`src/rtl/fraction_lcm_unit_defines.svh`:
```
// ---------------------------------------------------------------------------
// fraction_lcm_unit_defines
// Assertion macros shared by the RTL files.
// ---------------------------------------------------------------------------
`ifndef FRACTION_LCM_UNIT_DEFINES_SVH
`define FRACTION_LCM_UNIT_DEFINES_SVH

// Property must hold at every clock edge outside reset.
`define FLU_ASSERT(label, prop, msg) \
    label: assert property (@(posedge clk) disable iff (!rst_n) (prop)) else $error(msg);

// Condition in one cycle implies a condition in the next cycle.
`define FLU_ASSERT_NEXT(label, cond, expect_next, msg) \
    label: assert property (@(posedge clk) disable iff (!rst_n) \
        (cond) |=> (expect_next)) else $error(msg);

`endif

```
`src/rtl/flu_pkg.sv`:
```
// ---------------------------------------------------------------------------
// flu_pkg
// Shared types and command codes for the fraction lcm unit.
// ---------------------------------------------------------------------------
package flu_pkg;

    localparam int WORD_BITS = 64;

    typedef logic [WORD_BITS-1:0] word_t;

    // Datapath operations started by the controller.
    typedef enum logic [3:0] {
        OP_NONE     = 4'd0,
        OP_LOAD     = 4'd1,  // latch operands into registers
        OP_GCD1     = 4'd2,  // g = gcd(t1, b1)
        OP_RED1     = 4'd3,  // t1 /= g, b1 /= g
        OP_GCD2     = 4'd4,
        OP_RED2     = 4'd5,
        OP_GCDT     = 4'd6,  // g = gcd(t1, t2)
        OP_LCM      = 4'd7,  // p = t1 * (t2 / g)
        OP_QTERMS   = 4'd8,  // x = (p/t1)*b1, y = (p/t2)*b2
        OP_GCDQ     = 4'd9,  // q = gcd(x, y)
        OP_GCDP     = 4'd10, // g = gcd(p, q)
        OP_REDP     = 4'd11  // p /= g, q /= g
    } op_t;

    typedef struct packed {
        logic start;
        op_t  op;
    } cmd_t;

    typedef struct packed {
        logic done;
        logic zero_operand;
    } status_t;

endpackage

```
`src/rtl/fraction_lcm_unit.sv`:
```
// ---------------------------------------------------------------------------
// fraction_lcm_unit
// LCM of two fractions: reduce both, p = lcm(tops), q = gcd of scaled
// bottoms, return p/q reduced.
// ---------------------------------------------------------------------------
// Channel  Ports                                          Handshake
// in       first_top first_bottom second_top second_bottom  in_valid/in_ready
// out      result_top result_bottom is_whole bad_input     out_valid/out_ready
//
// One item at a time; every Euclid step and every quotient costs one pass of
// the shared radix-2 divider. Nine quotients and at least five Euclid steps
// make up an item; long Euclid chains add one divider pass per step.
// A zero operand skips the arithmetic.
// Reset is asynchronous and clears the controller, the sequencer and the output valid.
// A stalled result holds; the next item is taken and computed meanwhile and
// waits for that transfer before it is captured.
// ---------------------------------------------------------------------------
module fraction_lcm_unit #(
    parameter int OPERAND_BITS = 32
) (
    input  logic                    clk,
    input  logic                    rst_n,
    input  logic                    in_valid,
    output logic                    in_ready,
    input  logic [OPERAND_BITS-1:0] first_top,
    input  logic [OPERAND_BITS-1:0] first_bottom,
    input  logic [OPERAND_BITS-1:0] second_top,
    input  logic [OPERAND_BITS-1:0] second_bottom,
    output logic                    out_valid,
    input  logic                    out_ready,
    output logic [63:0]             result_top,
    output logic [63:0]             result_bottom,
    output logic                    is_whole,
    output logic                    bad_input
);

    flu_pkg::cmd_t    cmd;
    flu_pkg::status_t status;
    flu_pkg::word_t   p_w, q_w;
    logic             capture;
    logic [63:0]      top_reg, bottom_reg;
    logic             whole_reg, bad_reg;

    flu_controller u_ctl (
        .clk       (clk),
        .rst_n     (rst_n),
        .in_valid  (in_valid),
        .in_ready  (in_ready),
        .out_valid (out_valid),
        .out_ready (out_ready),
        .status    (status),
        .cmd       (cmd),
        .capture   (capture)
    );

    flu_datapath #(.OPERAND_BITS(OPERAND_BITS)) u_dp (
        .clk           (clk),
        .rst_n         (rst_n),
        .first_top     (first_top),
        .first_bottom  (first_bottom),
        .second_top    (second_top),
        .second_bottom (second_bottom),
        .cmd           (cmd),
        .status        (status),
        .p_out         (p_w),
        .q_out         (q_w)
    );

    always_ff @(posedge clk)
    begin
        if (capture)
        begin
            bad_reg    <= status.zero_operand;
            top_reg    <= status.zero_operand ? '0 : p_w;
            bottom_reg <= status.zero_operand ? '0 : q_w;
            whole_reg  <= !status.zero_operand && (q_w == 64'd1);
        end
    end

    assign result_top    = top_reg;
    assign result_bottom = bottom_reg;
    assign is_whole      = whole_reg;
    assign bad_input     = bad_reg;

endmodule

```
`src/rtl/flu_divider.sv`:
```
// ---------------------------------------------------------------------------
// flu_divider
// Radix-2 restoring divider, one quotient bit per cycle.
// ---------------------------------------------------------------------------
module flu_divider (
    input  logic               clk,
    input  logic               rst_n,
    input  logic               start,
    input  flu_pkg::word_t     dividend,
    input  flu_pkg::word_t     divisor,
    output logic               busy,
    output flu_pkg::word_t     quotient,
    output flu_pkg::word_t     remainder
);

    localparam int CNT_BITS = $clog2(flu_pkg::WORD_BITS + 1);

    flu_pkg::word_t       quo_reg;
    flu_pkg::word_t       rem_reg;
    flu_pkg::word_t       dvs_reg;
    logic [CNT_BITS-1:0]  cnt_reg;
    logic                 busy_reg;

    logic [flu_pkg::WORD_BITS:0] trial;
    logic [flu_pkg::WORD_BITS:0] shifted;

    always_comb
    begin
        shifted = {rem_reg, quo_reg[flu_pkg::WORD_BITS-1]};
        trial   = shifted - {1'b0, dvs_reg};
    end

    always_ff @(posedge clk or negedge rst_n)
    begin
        if (!rst_n)
        begin
            busy_reg <= 1'b0;
            cnt_reg  <= '0;
        end
        else if (start)
        begin
            busy_reg <= 1'b1;
            cnt_reg  <= CNT_BITS'(flu_pkg::WORD_BITS);
        end
        else if (busy_reg)
        begin
            cnt_reg <= cnt_reg - CNT_BITS'(1);
            if (cnt_reg == CNT_BITS'(1))
                busy_reg <= 1'b0;
        end
    end

    always_ff @(posedge clk)
    begin
        if (start)
        begin
            quo_reg <= dividend;
            rem_reg <= '0;
            dvs_reg <= divisor;
        end
        else if (busy_reg)
        begin
            // restore when the trial subtraction goes negative
            if (!trial[flu_pkg::WORD_BITS])
            begin
                rem_reg <= trial[flu_pkg::WORD_BITS-1:0];
                quo_reg <= {quo_reg[flu_pkg::WORD_BITS-2:0], 1'b1};
            end
            else
            begin
                rem_reg <= shifted[flu_pkg::WORD_BITS-1:0];
                quo_reg <= {quo_reg[flu_pkg::WORD_BITS-2:0], 1'b0};
            end
        end
    end

    assign busy      = busy_reg;
    assign quotient  = quo_reg;
    assign remainder = rem_reg;

endmodule

```
`src/rtl/flu_datapath.sv`:
```
// ---------------------------------------------------------------------------
// flu_datapath
// Operand registers, one shared divider and one 32x32 multiplier; runs the
// operation it is told and reports done.
// ---------------------------------------------------------------------------
`include "fraction_lcm_unit_defines.svh"

module flu_datapath #(
    parameter int OPERAND_BITS = 32
) (
    input  logic                    clk,
    input  logic                    rst_n,
    input  logic [OPERAND_BITS-1:0] first_top,
    input  logic [OPERAND_BITS-1:0] first_bottom,
    input  logic [OPERAND_BITS-1:0] second_top,
    input  logic [OPERAND_BITS-1:0] second_bottom,
    input  flu_pkg::cmd_t           cmd,
    output flu_pkg::status_t        status,
    output flu_pkg::word_t          p_out,
    output flu_pkg::word_t          q_out
);

    typedef enum logic [2:0] {
        S_IDLE,
        S_GCD_TEST,   // check y == 0
        S_GCD_WAIT,   // x % y in flight
        S_DIV_A,      // first quotient in flight
        S_DIV_B,      // second quotient in flight
        S_MUL_A,      // first product
        S_MUL_B,      // second product
        S_DONE
    } sub_t;

    sub_t            sub_reg;
    flu_pkg::op_t    op_reg;
    flu_pkg::word_t  t1_reg, b1_reg, t2_reg, b2_reg, p_reg, q_reg, g_reg;
    flu_pkg::word_t  x_reg, y_reg;
    flu_pkg::word_t  qa_reg;
    logic            zero_reg;

    logic            div_start;
    logic            div_busy;
    flu_pkg::word_t  div_a, div_b, div_q, div_r;
    flu_pkg::word_t  first_a, first_b, second_a, second_b;
    logic            is_div_op;
    logic            two_quot;
    logic [31:0]     mul_a, mul_b;
    flu_pkg::word_t  mul_p;

    flu_divider u_div (
        .clk       (clk),
        .rst_n     (rst_n),
        .start     (div_start),
        .dividend  (div_a),
        .divisor   (div_b),
        .busy      (div_busy),
        .quotient  (div_q),
        .remainder (div_r)
    );

    always_comb
    begin
        unique case (cmd.op) inside
            flu_pkg::OP_RED1, flu_pkg::OP_RED2, flu_pkg::OP_LCM,
            flu_pkg::OP_QTERMS, flu_pkg::OP_REDP:
                is_div_op = 1'b1;
            default:
                is_div_op = 1'b0;
        endcase
    end

    assign two_quot = (op_reg != flu_pkg::OP_LCM);

    always_comb
    begin
        case (cmd.op)
            flu_pkg::OP_RED1:   begin first_a = t1_reg; first_b = g_reg;  end
            flu_pkg::OP_RED2:   begin first_a = t2_reg; first_b = g_reg;  end
            flu_pkg::OP_LCM:    begin first_a = t2_reg; first_b = g_reg;  end
            flu_pkg::OP_QTERMS: begin first_a = p_reg;  first_b = t1_reg; end
            flu_pkg::OP_REDP:   begin first_a = p_reg;  first_b = g_reg;  end
            default:            begin first_a = x_reg;  first_b = y_reg;  end
        endcase
    end

    always_comb
    begin
        case (op_reg)
            flu_pkg::OP_RED1:   begin second_a = b1_reg; second_b = g_reg;  end
            flu_pkg::OP_RED2:   begin second_a = b2_reg; second_b = g_reg;  end
            flu_pkg::OP_QTERMS: begin second_a = p_reg;  second_b = t2_reg; end
            flu_pkg::OP_REDP:   begin second_a = q_reg;  second_b = g_reg;  end
            default:            begin second_a = x_reg;  second_b = y_reg;  end
        endcase
    end

    always_comb
    begin
        div_start = 1'b0;
        div_a     = x_reg;
        div_b     = y_reg;
        unique case (sub_reg)
            S_IDLE:
                if (cmd.start && is_div_op)
                begin
                    div_start = 1'b1;
                    div_a     = first_a;
                    div_b     = first_b;
                end
            S_GCD_TEST:
                div_start = (y_reg != '0);
            S_DIV_A:
                if (!div_busy && two_quot)
                begin
                    div_start = 1'b1;
                    div_a     = second_a;
                    div_b     = second_b;
                end
            default: ;
        endcase
    end

    // reduced operands and the lcm quotients fit in 32 bits
    always_comb
    begin
        mul_a = qa_reg[31:0];
        mul_b = b1_reg[31:0];
        if (sub_reg == S_MUL_B)
        begin
            mul_a = div_q[31:0];
            mul_b = b2_reg[31:0];
        end
        else if (op_reg == flu_pkg::OP_LCM)
        begin
            mul_a = t1_reg[31:0];
            mul_b = qa_reg[31:0];
        end
    end

    assign mul_p = {32'd0, mul_a} * {32'd0, mul_b};

    always_ff @(posedge clk or negedge rst_n)
    begin
        if (!rst_n)
        begin
            sub_reg  <= S_IDLE;
            op_reg   <= flu_pkg::OP_NONE;
            zero_reg <= 1'b0;
        end
        else
        begin
            unique case (sub_reg)
                S_IDLE:
                begin
                    if (cmd.start)
                    begin
                        op_reg <= cmd.op;
                        unique case (cmd.op) inside
                            flu_pkg::OP_LOAD:
                            begin
                                zero_reg <= (first_top == '0) || (first_bottom == '0) ||
                                            (second_top == '0) || (second_bottom == '0);
                                sub_reg  <= S_DONE;
                            end
                            flu_pkg::OP_GCD1, flu_pkg::OP_GCD2, flu_pkg::OP_GCDT,
                            flu_pkg::OP_GCDQ, flu_pkg::OP_GCDP:
                                sub_reg <= S_GCD_TEST;
                            flu_pkg::OP_RED1, flu_pkg::OP_RED2, flu_pkg::OP_LCM,
                            flu_pkg::OP_QTERMS, flu_pkg::OP_REDP:
                                sub_reg <= S_DIV_A;
                            default:
                                sub_reg <= S_DONE;
                        endcase
                    end
                end
                S_GCD_TEST:
                    sub_reg <= (y_reg == '0) ? S_DONE : S_GCD_WAIT;
                S_GCD_WAIT:
                    if (!div_busy) sub_reg <= S_GCD_TEST;
                S_DIV_A:
                    if (!div_busy) sub_reg <= two_quot ? S_DIV_B : S_MUL_A;
                S_DIV_B:
                    if (!div_busy)
                        sub_reg <= (op_reg == flu_pkg::OP_QTERMS) ? S_MUL_A : S_DONE;
                S_MUL_A:
                    sub_reg <= (op_reg == flu_pkg::OP_QTERMS) ? S_MUL_B : S_DONE;
                S_MUL_B:
                    sub_reg <= S_DONE;
                S_DONE:
                    sub_reg <= S_IDLE;
                default:
                    sub_reg <= S_IDLE;
            endcase
        end
    end

    always_ff @(posedge clk)
    begin
        unique case (sub_reg)
            S_IDLE:
                if (cmd.start)
                begin
                    case (cmd.op)
                        flu_pkg::OP_LOAD:
                        begin
                            t1_reg <= flu_pkg::word_t'(first_top);
                            b1_reg <= flu_pkg::word_t'(first_bottom);
                            t2_reg <= flu_pkg::word_t'(second_top);
                            b2_reg <= flu_pkg::word_t'(second_bottom);
                        end
                        flu_pkg::OP_GCD1: begin x_reg <= t1_reg; y_reg <= b1_reg; end
                        flu_pkg::OP_GCD2: begin x_reg <= t2_reg; y_reg <= b2_reg; end
                        flu_pkg::OP_GCDT: begin x_reg <= t1_reg; y_reg <= t2_reg; end
                        // g = gcd(p, q); OP_GCDQ finds the scaled bottoms already left in x and y
                        flu_pkg::OP_GCDP: begin x_reg <= p_reg;  y_reg <= q_reg;  end
                        default: ;
                    endcase
                end
            S_GCD_TEST:
                if (y_reg == '0)
                begin
                    g_reg <= x_reg;
                    if (op_reg == flu_pkg::OP_GCDQ)
                        q_reg <= x_reg;
                end
            S_GCD_WAIT:
                if (!div_busy)
                begin
                    x_reg <= y_reg;
                    y_reg <= div_r;
                end
            S_DIV_A:
                if (!div_busy)
                begin
                    qa_reg <= div_q;
                    case (op_reg)
                        flu_pkg::OP_RED1: t1_reg <= div_q;
                        flu_pkg::OP_RED2: t2_reg <= div_q;
                        flu_pkg::OP_REDP: p_reg  <= div_q;
                        default: ;
                    endcase
                end
            S_DIV_B:
                if (!div_busy)
                begin
                    case (op_reg)
                        flu_pkg::OP_RED1: b1_reg <= div_q;
                        flu_pkg::OP_RED2: b2_reg <= div_q;
                        flu_pkg::OP_REDP: q_reg  <= div_q;
                        default: ;
                    endcase
                end
            S_MUL_A:
                if (op_reg == flu_pkg::OP_LCM)
                    p_reg <= mul_p;
                else
                    x_reg <= mul_p;
            // divider holds p/t2 while idle
            S_MUL_B:
                y_reg <= mul_p;
            default: ;
        endcase
    end

    assign status.done         = (sub_reg == S_DONE);
    assign status.zero_operand = zero_reg;
    assign p_out               = p_reg;
    assign q_out               = q_reg;

    `FLU_ASSERT_NEXT(a_done_pulse, sub_reg == S_DONE, sub_reg == S_IDLE, "done held too long")
    `FLU_ASSERT(a_no_start_busy, !(div_start && div_busy), "divider restarted while busy")
    `FLU_ASSERT(a_div_nonzero, !div_start || (div_b != '0), "division by zero started")

endmodule

```
`src/rtl/flu_controller.sv`:
```
// ---------------------------------------------------------------------------
// flu_controller
// Sequences the datapath operations for one item and runs the handshakes.
// ---------------------------------------------------------------------------
`include "fraction_lcm_unit_defines.svh"

module flu_controller (
    input  logic              clk,
    input  logic              rst_n,
    input  logic              in_valid,
    output logic              in_ready,
    output logic              out_valid,
    input  logic              out_ready,
    input  flu_pkg::status_t  status,
    output flu_pkg::cmd_t     cmd,
    output logic              capture
);

    typedef enum logic [1:0] {
        C_IDLE,
        C_ISSUE,
        C_WAIT,
        C_FLUSH
    } ctl_t;

    ctl_t         state_reg;
    flu_pkg::op_t op_reg;
    logic         out_valid_reg;
    logic         cap_reg;
    logic         last_done;

    // next op after the current one; OP_NONE marks the end of the sequence
    function automatic flu_pkg::op_t next_op(input flu_pkg::op_t op);
        unique case (op)
            flu_pkg::OP_LOAD:   next_op = flu_pkg::OP_GCD1;
            flu_pkg::OP_GCD1:   next_op = flu_pkg::OP_RED1;
            flu_pkg::OP_RED1:   next_op = flu_pkg::OP_GCD2;
            flu_pkg::OP_GCD2:   next_op = flu_pkg::OP_RED2;
            flu_pkg::OP_RED2:   next_op = flu_pkg::OP_GCDT;
            flu_pkg::OP_GCDT:   next_op = flu_pkg::OP_LCM;
            flu_pkg::OP_LCM:    next_op = flu_pkg::OP_QTERMS;
            flu_pkg::OP_QTERMS: next_op = flu_pkg::OP_GCDQ;
            flu_pkg::OP_GCDQ:   next_op = flu_pkg::OP_GCDP;
            flu_pkg::OP_GCDP:   next_op = flu_pkg::OP_REDP;
            default:            next_op = flu_pkg::OP_NONE;
        endcase
    endfunction

    assign in_ready  = (state_reg == C_IDLE);
    assign out_valid = out_valid_reg;
    assign capture   = cap_reg;

    // zero operand: skip the arithmetic
    assign last_done = status.done &&
                       (next_op(op_reg) == flu_pkg::OP_NONE ||
                        (op_reg == flu_pkg::OP_LOAD && status.zero_operand));

    // load the operands in the transfer cycle
    always_comb
    begin
        cmd.start = 1'b0;
        cmd.op    = op_reg;
        if (state_reg == C_IDLE)
        begin
            cmd.start = in_valid;
            cmd.op    = flu_pkg::OP_LOAD;
        end
        else if (state_reg == C_ISSUE)
            cmd.start = 1'b1;
    end

    always_ff @(posedge clk or negedge rst_n)
    begin
        if (!rst_n)
        begin
            state_reg     <= C_IDLE;
            op_reg        <= flu_pkg::OP_NONE;
            out_valid_reg <= 1'b0;
            cap_reg       <= 1'b0;
        end
        else
        begin
            // capture only once the previous result has gone
            cap_reg <= (state_reg == C_FLUSH) && (!out_valid_reg || out_ready);
            if (cap_reg)
                out_valid_reg <= 1'b1;
            else if (out_valid_reg && out_ready)
                out_valid_reg <= 1'b0;
            unique case (state_reg)
                C_IDLE:
                    if (in_valid)
                    begin
                        op_reg    <= flu_pkg::OP_LOAD;
                        state_reg <= C_WAIT;
                    end
                C_ISSUE:
                    state_reg <= C_WAIT;
                C_WAIT:
                    if (status.done)
                    begin
                        if (last_done)
                            state_reg <= C_FLUSH;
                        else
                        begin
                            op_reg    <= next_op(op_reg);
                            state_reg <= C_ISSUE;
                        end
                    end
                C_FLUSH:
                    if (!out_valid_reg || out_ready)
                        state_reg <= C_IDLE;
                default:
                    state_reg <= C_IDLE;
            endcase
        end
    end

    `FLU_ASSERT_NEXT(a_hold_valid, out_valid_reg && !out_ready, out_valid_reg, "result dropped")
    `FLU_ASSERT(a_no_accept_busy, !(in_valid && in_ready) || state_reg == C_IDLE, "accept busy")
    `FLU_ASSERT(a_cap_free, !(cap_reg && out_valid_reg), "capture over a waiting result")

endmodule

```
`config.mk`:
```
export PLATFORM = sky130hd
export DESIGN_NAME = fraction_lcm_unit
export DESIGN_NICKNAME = d
export VERILOG_FILES = /design/src/rtl/flu_pkg.sv /design/src/rtl/fraction_lcm_unit.sv /design/src/rtl/flu_divider.sv /design/src/rtl/flu_datapath.sv /design/src/rtl/flu_controller.sv
export VERILOG_INCLUDE_DIRS = /design/src /design/src/rtl
export SDC_FILE = /design/constraint.sdc
export NUM_CORES = 2
export LEC_CHECK = 0
export BUFFER_PORTS_ARGS = -buffer_cell sky130_fd_sc_hd__buf_2
export CAP_MARGIN = 15
export CORE_UTILIZATION = 36
export DETAILED_ROUTE_END_ITERATION = 8
export HOLD_SLACK_MARGIN = 0.12
export PLACE_DENSITY = 0.51
export SYNTH_ARGS = -nofsm -noshare
export SYNTH_HDL_FRONTEND = slang
export SYNTH_HIERARCHICAL = 1
export SYNTH_SLANG_ARGS = --single-unit
export TNS_END_PERCENT = 30
```
`constraint.sdc`:
```
create_clock -name clk -period 12.3 [get_ports clk]
set_input_delay 1.845 -clock clk [delete_from_list [all_inputs] [get_ports clk]]
set_output_delay 1.845 -clock clk [all_outputs]
set_load 0.005 [all_outputs]
```
==> summary.txt <==
Outcome
  • Status: finished, violations left
  • Failing checks: design-rule violations

Yosys
  • Yosys Warn Count: 6
  • Most common cell in the netlist: nand2_1
  • Mapped Nets: 9,834
  • Ys flop type: edfxtp_1
  • Area contributors post-synth: edfxtp_1 (31%), fa_1 (22%), nand2_1 (6.9%)
  • Register area share after synthesis: 0.337
  • Post-Synthesis Cells: 8,471
  • Top cell type's share of synthesized area: 0.314
  • Mapped cell area: between 80,000 and 90,000 µm²
  • Async SR Flop Fraction: 0.0252
  • Post-synth EDFFs: 866
  • Post-synthesis register bit count: 954
  • Library cells used by synthesis: 105
  • Synth area leader: edfxtp_1
  • Syn_area_per_cell: 9.77 µm²
  • Post-synth top cells: nand2_1 (1,513), inv_1 (948), fa_1 (897)

Setup path
  • Critical path data arrival time: around 12 ns
  • Crit path max fanout: 33
  • Worst path max stage delay: about 0.77 ns
  • Crit path top cell by count: fa_1
  • Flop-to-flop setup slack: between 0.9 and 1 ns
  • Reg2reg end: u_dp/y_reg[57]$_DFFE_PP_
  • CP Launch Type: register
  • Crit. End Element: register
  • Critical Path RT: 12.81 ns
  • Crit path kind: reg2reg
  • Worst-case reg-to-reg path depth: 29
  • Max stage delay cell, worst path: o21a_1
  • Worst R2R Start: u_dp/op_reg[1]$_DFFE_PN0P_

CTS
  • Max clock buf depth: 3
  • Post-CTS Resized: 0
  • CTS Hold Bufs: 0
  • Reg clk slew, reported paths: ~0.070 ns
  • Worst-Skew Late Latency: ~0.8 ns
  • Setup Buffers After CTS: 0
  • CTS tree: done
  • CTS HTree Levels: 3
  • CTS Buf Count: 104
  • # clock sinks: 954
  • CTS Root Cell: clkbuf_16

Worst hold path
  • Hold EP: u_dp/g_reg[4]$_DFFE_PP_
  • Min-Delay Startpoint: u_dp/x_reg[4]$_DFFE_PP_
  • Hold Path Class: reg2reg
  • Hold Path Depth: 0

Detailed routing
  • Pre-Repair DR Iteration Count: 9
  • Vias per cell: slightly above 6
  • Via count: 70,800
  • Post-route DRC: 3
  • Routed wire length: 387 mm
  • Initial DRC Count: 10,500
  • WL per Instance: 33.2 µm
  • Detail Route Antenna Nets: 0

STA
  • Setup Total Neg Slack: 0 ns
  • Endpoints failing setup: 0
  • FMAX: between 80 and 90 MHz
  • RSZ-0062 raised after global routing: false
  • Final worst-path cycle share: 0.926
  • Fin. Hold Viols: 0
  • Tmin final: 11.39 ns
  • Slew headroom: 0.107
  • Worst slew pin tran: 1.34 ns
  • Setup WS post-layout: between 0.9 and 1 ns
  • Final clock skew: 0.0471 ns
  • Fin. max-slew vios: 0

Global routing
  • Grt total ovfl: 0
  • Initial antenna violation count: 21
  • GRT Total Usage: 0.327
  • Vias in the first global route: 70,000
  • Largest net degree at the start of global routing: 130
  • First-pass GRT wire length: around 540 mm

Floorplan
  • Die area: between 200,000 and 250,000 µm²
  • Core area: approximately 230,000 µm²
  • Row count: 175
  • Die W: 481 µm
  • I/O pin total: 264
  • Die Ht: between 400 and 500 µm
  • Starting density of the core: 0.363

Layout
  • Area of the multi-input gates: 49,700 µm²
  • Layout cells sized above 1: 0.110
  • Fin nets: 9,891
  • Fillers: 22,400
  • Area grow syn2layout: 10.8%
  • Register Area: 27,900 µm²

Placement
  • Pre-CTS WS: approximately 1.2 ns
  • Dpl hpwl: approximately 280 mm
  • PortBufs: about 260
  • RePlAce Congestion: 1.03

Flow run
  • Number of max-cap violations: 0
## layout make-up
class,count,area share
repair buffers,518,0.0356
diodes,14,0.000382
clock buffers,135,0.0303
clock inverters,60,0.00793
well taps,3009,0.0411
flip-flops and latches,954,0.304
multi-input cells,6001,0.542
inverters,949,0.0389
## cell usage in the layout (no fill, tap or decap), types with 32 or more instances in the layout
cell / synthesis / final
a22oi_1: 208 / 208
nor4_1: 72 / 62
a311oi_2: 35 / 35
nand2_1: 1513 / 1506
a222oi_1: 172 / 172
o221ai_1: 133 / 133
o21ai_0: 177 / 151
xor2_1: 50 / 50
and3_1: 63 / 62
nand4_1: 51 / 51
buf_4: 4 / 252
clkbuf_16: 0 / 105
inv_1: 948 / 947
edfxtp_1: 866 / 866
buf_2: 46 / 263
a21boi_0: 79 / 77
a21oi_1: 329 / 320
and2_1: 56 / 54
o21a_1: 79 / 77
mux2i_1: 86 / 86
nor3_1: 44 / 37
fa_1: 897 / 897
o21ai_1: 51 / 40
o21ai_2: 4 / 32
mux2_2: 72 / 72
nor2_1: 754 / 742
ha_1: 334 / 334
dfxtp_1: 64 / 64
xnor2_1: 75 / 75
a31oi_1: 52 / 52
nand3_1: 60 / 58
a211oi_1: 34 / 34
nor2b_1: 163 / 162
a21o_1: 81 / 81
## cell families (layout without fill, tap and decap cells)
family                   after synthesis  in the layout  share of synthesized area
other                                  0             14                          0
XOR/XNOR                             127            127                     0.0138
multiplexers                         158            158                     0.0202
flip-flops                           954            954                      0.337
adder cells (fa/ha/maj)             1231           1231                      0.268
AND/OR/NAND/NOR                     2873           2873                      0.148
AO/OA/AOI/OAI                       1612           1612                      0.143
buffers and inverters               1516           1662                     0.0704
## critical path, delay by kind of cell (launching register included)
| family | cells | cell delay, ns |
|---|---|---|
| mux | 1 | 0.13 |
| flops | 1 | 0.44 |
| buf+inv | 5 | 1.08 |
| fa+ha+maj | 9 | 4.31 |
| compound gates | 4 | 1.84 |
| simple gates | 9 | 2.77 |
| xor+xnor | 1 | 0.50 |
## how the worst max path moves through the flow
stage	slack, ns	start	cells after the start	endpoint
after floorplan	1.15	u_dp/y_reg[35]$_DFFE_PP_	6	u_dp/q_out[0]$_DFFE_PP_
after global placement	1.08	u_dp/op_reg[1]$_DFFE_PN0P_	29	u_dp/y_reg[57]$_DFFE_PP_
after detailed placement	1.23	u_dp/op_reg[1]$_DFFE_PN0P_	29	u_dp/y_reg[57]$_DFFE_PP_
after CTS	1.21	u_dp/op_reg[1]$_DFFE_PN0P_	29	u_dp/y_reg[57]$_DFFE_PP_
after global routing	0.72	u_dp/op_reg[1]$_DFFE_PN0P_	29	u_dp/y_reg[57]$_DFFE_PP_
final	0.91	u_dp/op_reg[1]$_DFFE_PN0P_	29	u_dp/y_reg[57]$_DFFE_PP_
## stage by stage
step                instance area (µm²)  utilization  std cells  hold slack (ns)
finish                            91700        0.402      11600            0.477
global route                      91700        0.402      11600            0.496
CTS                               91700        0.402      11600            0.475
detailed placement                88200        0.387      11400            0.473
global placement                  88100        0.387      11400            0.465
floorplan                         82800            -       8471            0.450
## per-layer routing
metal	part of all wire	wire length [µm]	GRT usage	up-vias
li1	-	-	-	29100
met1	0.40	155000	0.435	36300
met2	0.44	169000	0.497	4540
met3	0.11	41600	0.0775	859
met4	0.055	21200	0.161	6
met5	0.00046	176	0.00456	-
Power is left out: the tool's default activity adds up to more than one toggle a clock period on the data nets, which glitch-free logic cannot reach.
